`src/sv/bba_pkg.sv`:
```
// Shared types and constants of the bitmap block allocator.
// Request and status codes, and the command and status groups between controller and datapath.
// No dependencies.
package bba_pkg;

  localparam int BLOCK_SHIFT = 12;
  localparam int ADDR_W      = 32;
  localparam int IDX_W       = ADDR_W - BLOCK_SHIFT;
  localparam int TOTAL_W     = 13;
  localparam int RES_ADDR_W  = 24;
  localparam int TOTAL_RESET = 4096;
  localparam int TOTAL_CAP   = 8191;

  localparam logic [1:0] KIND_ALLOC   = 2'd0;
  localparam logic [1:0] KIND_FREE    = 2'd1;
  localparam logic [1:0] KIND_RESERVE = 2'd2;

  localparam logic [1:0] ST_DONE      = 2'd0;
  localparam logic [1:0] ST_FULL      = 2'd1;
  localparam logic [1:0] ST_NOCHANGE  = 2'd2;

  typedef struct packed {
    logic       load;      // latch a new request
    logic       clr_wr;    // write one zero word of the clearing pass
    logic       rd_issue;  // issue a map read
    logic       rd_tgt;    // read the target word rather than the scan word
    logic       capture;   // capture the modified word
    logic       cap_scan;  // the capture comes from the scan
    logic       wr_en;     // write the captured word back and update the count
    logic       respond;   // present a result
    logic [1:0] status;
  } cmd_t;

  typedef struct packed {
    logic clr_last;
    logic is_alloc;
    logic tgt_ok;          // free or reserve within the managed range
    logic scan_more;
    logic pend;
    logic word_has_free;
    logic found_ok;
    logic needs_change;
  } stat_t;

endpackage

```
`src/sv/bba_ctrl.sv`:
```
// Controller of the bitmap block allocator: clearing pass, request decode, scan and write-back.
// Depends on bba_pkg.
module bba_ctrl (
  input  logic          clk,
  input  logic          rst_n,
  input  logic          start,
  input  bba_pkg::stat_t stat,
  output logic          busy,
  output bba_pkg::cmd_t cmd
);

  typedef enum logic [5:0] {
    S_IDLE   = 6'b000001,
    S_CLEAR  = 6'b000010,
    S_DECODE = 6'b000100,
    S_TEVAL  = 6'b001000,
    S_SCAN   = 6'b010000,
    S_WRITE  = 6'b100000
  } state_t;

  state_t state_r, state_nxt;

  always_ff @(posedge clk) begin
    if (!rst_n) begin
      state_r <= S_CLEAR;
    end else begin
      state_r <= state_nxt;
    end
  end

  always_comb begin
    state_nxt = state_r;
    cmd       = '0;
    cmd.status = bba_pkg::ST_NOCHANGE;
    unique case (state_r)
      S_IDLE: begin
        if (start) begin
          cmd.load  = 1'b1;
          state_nxt = S_DECODE;
        end
      end
      S_CLEAR: begin
        cmd.clr_wr = 1'b1;
        if (stat.clr_last) begin
          state_nxt = S_IDLE;
        end
      end
      S_DECODE: begin
        priority if (stat.is_alloc) begin
          state_nxt = S_SCAN;
        end else if (stat.tgt_ok) begin
          cmd.rd_issue = 1'b1;
          cmd.rd_tgt   = 1'b1;
          state_nxt    = S_TEVAL;
        end else begin
          cmd.respond = 1'b1;
          state_nxt   = S_IDLE;
        end
      end
      S_TEVAL: begin
        if (stat.needs_change) begin
          cmd.capture = 1'b1;
          state_nxt   = S_WRITE;
        end else begin
          cmd.respond = 1'b1;
          state_nxt   = S_IDLE;
        end
      end
      S_SCAN: begin
        // Reads run one word ahead of the word being examined.
        cmd.rd_issue = stat.scan_more && !(stat.pend && stat.word_has_free);
        priority if (stat.pend && stat.word_has_free) begin
          if (stat.found_ok) begin
            cmd.capture  = 1'b1;
            cmd.cap_scan = 1'b1;
            state_nxt    = S_WRITE;
          end else begin
            cmd.respond = 1'b1;
            cmd.status  = bba_pkg::ST_FULL;
            state_nxt   = S_IDLE;
          end
        end else if (!stat.pend && !stat.scan_more) begin
          cmd.respond = 1'b1;
          cmd.status  = bba_pkg::ST_FULL;
          state_nxt   = S_IDLE;
        end else begin
          state_nxt = S_SCAN;
        end
      end
      S_WRITE: begin
        cmd.wr_en   = 1'b1;
        cmd.respond = 1'b1;
        cmd.status  = bba_pkg::ST_DONE;
        state_nxt   = S_IDLE;
      end
      default: begin
        state_nxt = S_IDLE;
      end
    endcase
  end

  assign busy = (state_r != S_IDLE);

`ifndef NO_ASSERTIONS
  a_write_from_capture: assert property (@(posedge clk) disable iff (!rst_n)
    cmd.wr_en |-> $past(cmd.capture))
    else $error("write-back without a captured word");
  a_accept_goes_busy: assert property (@(posedge clk) disable iff (!rst_n)
    (start && !busy) |=> busy)
    else $error("accepted request did not make the block busy");
`endif

endmodule

```
`config.mk`:
```
export PLATFORM = sky130hd
export DESIGN_NAME = bba_ctrl
export DESIGN_NICKNAME = d
export VERILOG_FILES = /design/src/sv/bba_pkg.sv /design/src/sv/bba_ctrl.sv
export SDC_FILE = /design/constraint.sdc
export NUM_CORES = 1
export LEC_CHECK = 0
export ABC_AREA = 0
export ABC_CLOCK_PERIOD_IN_PS = 5700
export BUFFER_PORTS_ARGS = -buffer_cell sky130_fd_sc_hd__buf_2
export CAP_MARGIN = 20
export CORE_AREA = 2 2 44 46
export DETAILED_ROUTE_END_ITERATION = 10
export DIE_AREA = 0 0 46 48
export SYNTH_ARGS = -nofsm -noshare
export SYNTH_HDL_FRONTEND = slang
export SYNTH_SLANG_ARGS = --single-unit
```
`constraint.sdc`:
```
create_clock -name clk -period 5.7 [get_ports clk]
set_clock_uncertainty 0.15 [all_clocks]
set_input_delay 1.14 -clock clk [delete_from_list [all_inputs] [get_ports clk]]
set_output_delay 1.14 -clock clk [all_outputs]
set_load 0.005 [all_outputs]
```
==> results_dict.tcl <==
set metrics [dict create \
    hpwl_um 877 \
    drive_above_1_share 0.408 \
    tritoncts "done" \
    drt_iter0_markers 11 \
    cts_buffers 3 \
    die_x_um 46 \
    num-fill-cells 185 \
    yosys_warnings 0 \
    hold-path-endpoint "state_r[0]" \
    die_h_um 48 \
    status "finished, final reports clean" \
    vdd_drop_max_mv 0.0995 \
    gp_congestion 0.701 \
    rsz0062_at_grt "false" \
    power.total_mw 0.0999 \
    cts_hold_buf 0 \
    core_mm2 0.00169 \
    wirelength_mm 1.07 \
    numClockSinks 6 \
    grt.overflow.total 0 \
    dieArea_mm2 0.00221 \
    vias 484 \
    worstSetupPathType "input pin to output pin" \
    grt_pass1_wl_mm 1.50 \
    r2r_slack_ns 3.89 \
    fin_cells 93 \
    clkSlewWorstSetupHoldPaths_ns 0.04 \
    timing.final.ws_setup_ns 2.11 \
    crit_fanout 2 \
    tns_ns 0 \
    yosys-top-cells-area "dfxtp_1, nor3b_1, and2_1" \
    post-place-cells 90 \
    period_needed_ns 3.59 \
    cts_setup_buffers 0 \
    reg.largest.list "state_r: 6 flops" \
    max_slew_margin 0.611 \
    regMostFlops "state_r" \
    required_ns 4.41 \
    crit_path_end_kind "output pin" \
    synth.distinct_cells 27 \
    hold_class "register to register" \
    min_path_cells 2 \
    max_freq_ghz 0.278 \
    worstReg2RegStart "state_r[2]" \
    slew_violations 0 \
    antenna_left 0 \
    wl_per_cell_um 11.5 \
    synth.most_common_cell "dfxtp_1" \
    ys_seq_area_frac 0.294 \
    r2r-end "state_r[5]" \
    syn_avg_cell_area_um2 7.87 \
    drc 0 \
    h-tree-depth 1 \
    viasPerCell 5.20 \
    post_synth_instance_area_um2 409 \
    power_density_mw_per_mm2 179 \
    crit_path_start_kind "input pin" \
    synth_edf_count 0 \
    rows 15 \
    setup_viol 0 \
    tightest_slew_ns 0.577 \
    start_util 0.242 \
    maxCapViolations 0 \
    largest_register_ffs 6 \
    min_period_over_period 0.630 \
    first_global_vias 364 \
    cts-root-buf "clkbuf_4" \
    fin_util 0.330 \
    clockBufferDepth 2 \
    synth_nets 63 \
    crit_arrival_ns 2.30 \
    rr_worst_depth 4 \
    clk-insertion-delay-late_ns 0.24 \
    hold_viol_final 0 \
    dp_slack_ns 2.11 \
    synth_top_area_cell "dfxtp_1" \
    grt.total_usage 0.0985 \
    antenna_found_initial 0 \
    synth_top_area_share 0.294 \
    n_antenna_cell 0 \
    layout.nets 89 \
    yosys_most_used_dff "dfxtp_1" \
    first_pass_iters 2 \
    synth_commonest_cells "dfxtp_1, inv_1, nand2_1, nor2_1" \
    syn2layout_area_growth_pct 36.4 \
    netlist_instances 52 \
    hold_start "state_r[1]" \
    port_buffers 21 \
    p_leak_nw 0.272 \
    async_reset_ff_frac 0 \
    cts_resized 0 \
    grt_max_degree 9 \
    ioPinCount 22 \
    ys_ff_latch 6 \
]
[layout by cell type (no fill, tap or decap), types with 2 or more instances in the layout]
master / instances
nor2_1: 5
and2_1: 3
nand2_1: 5
nand3b_1: 2
dfxtp_1: 6
nand3_1: 2
clkbuf_4: 3
o211ai_1: 2
a21oi_1: 2
buf_2: 21
inv_1: 5
nor3b_1: 3
[power breakdown]
part	internal, mW	switching (mW)	total (mW)
Sequential	0.0436	0.00197	0.0456
Combinational	0.00827	0.00819	0.0165
Clock	0.0237	0.0141	0.0378
Total	0.0756	0.0242	0.0999
[critical path: stages]
cell      delay [ns]
buf_2           0.11
or4b_2          0.62
a21oi_1         0.15
a21oi_1         0.08
nand2b_1        0.10
buf_2           0.11
[metrics by stage]
stage,cell area [um^2],hold WS (ns)
2_1_floorplan,409,0.366
3_3_place_gp,536,0.435
3_5_place_dp,536,0.421
4_1_cts,558,0.425
5_1_grt,558,0.463
6_report,558,0.445
[per-layer routing]
layer	vias to the layer above	GRT usage	wire (um)
met4	0	0.0514	0
met1	232	0.109	486
met2	9	0.175	545
met5	-	0	0
li1	243	-	-
met3	0	0.0226	41
[logic make-up (layout without fill, tap and decap cells)]
group,Yosys count,count (layout),synth area share
AND/OR/NAND/NOR,29,29,0.437
buffers and inverters,5,29,0.0459
flip-flops,6,6,0.294
AO/OA/AOI/OAI,12,12,0.223
[how the worst max path moves through the flow]
stage	to	cells after the start	start
after CTS	cmd[2]	6	stat[5]
after global routing	cmd[2]	6	stat[5]
final	cmd[2]	6	stat[5]
after global placement	cmd[2]	6	stat[5]
after detailed placement	cmd[2]	6	stat[5]
after floorplan	cmd[2]	4	stat[5]
[final cells by class]
type	count	area, um^2	share of cell area
multi-input combinational	41	270	0.484
clock buffer	3	22.5	0.0404
inverter	5	18.8	0.0336
sequential	6	120	0.215
tap	17	21.3	0.0381
timing repair buffer	21	105	0.188
Note: power is estimated with default switching activity, not from simulation.
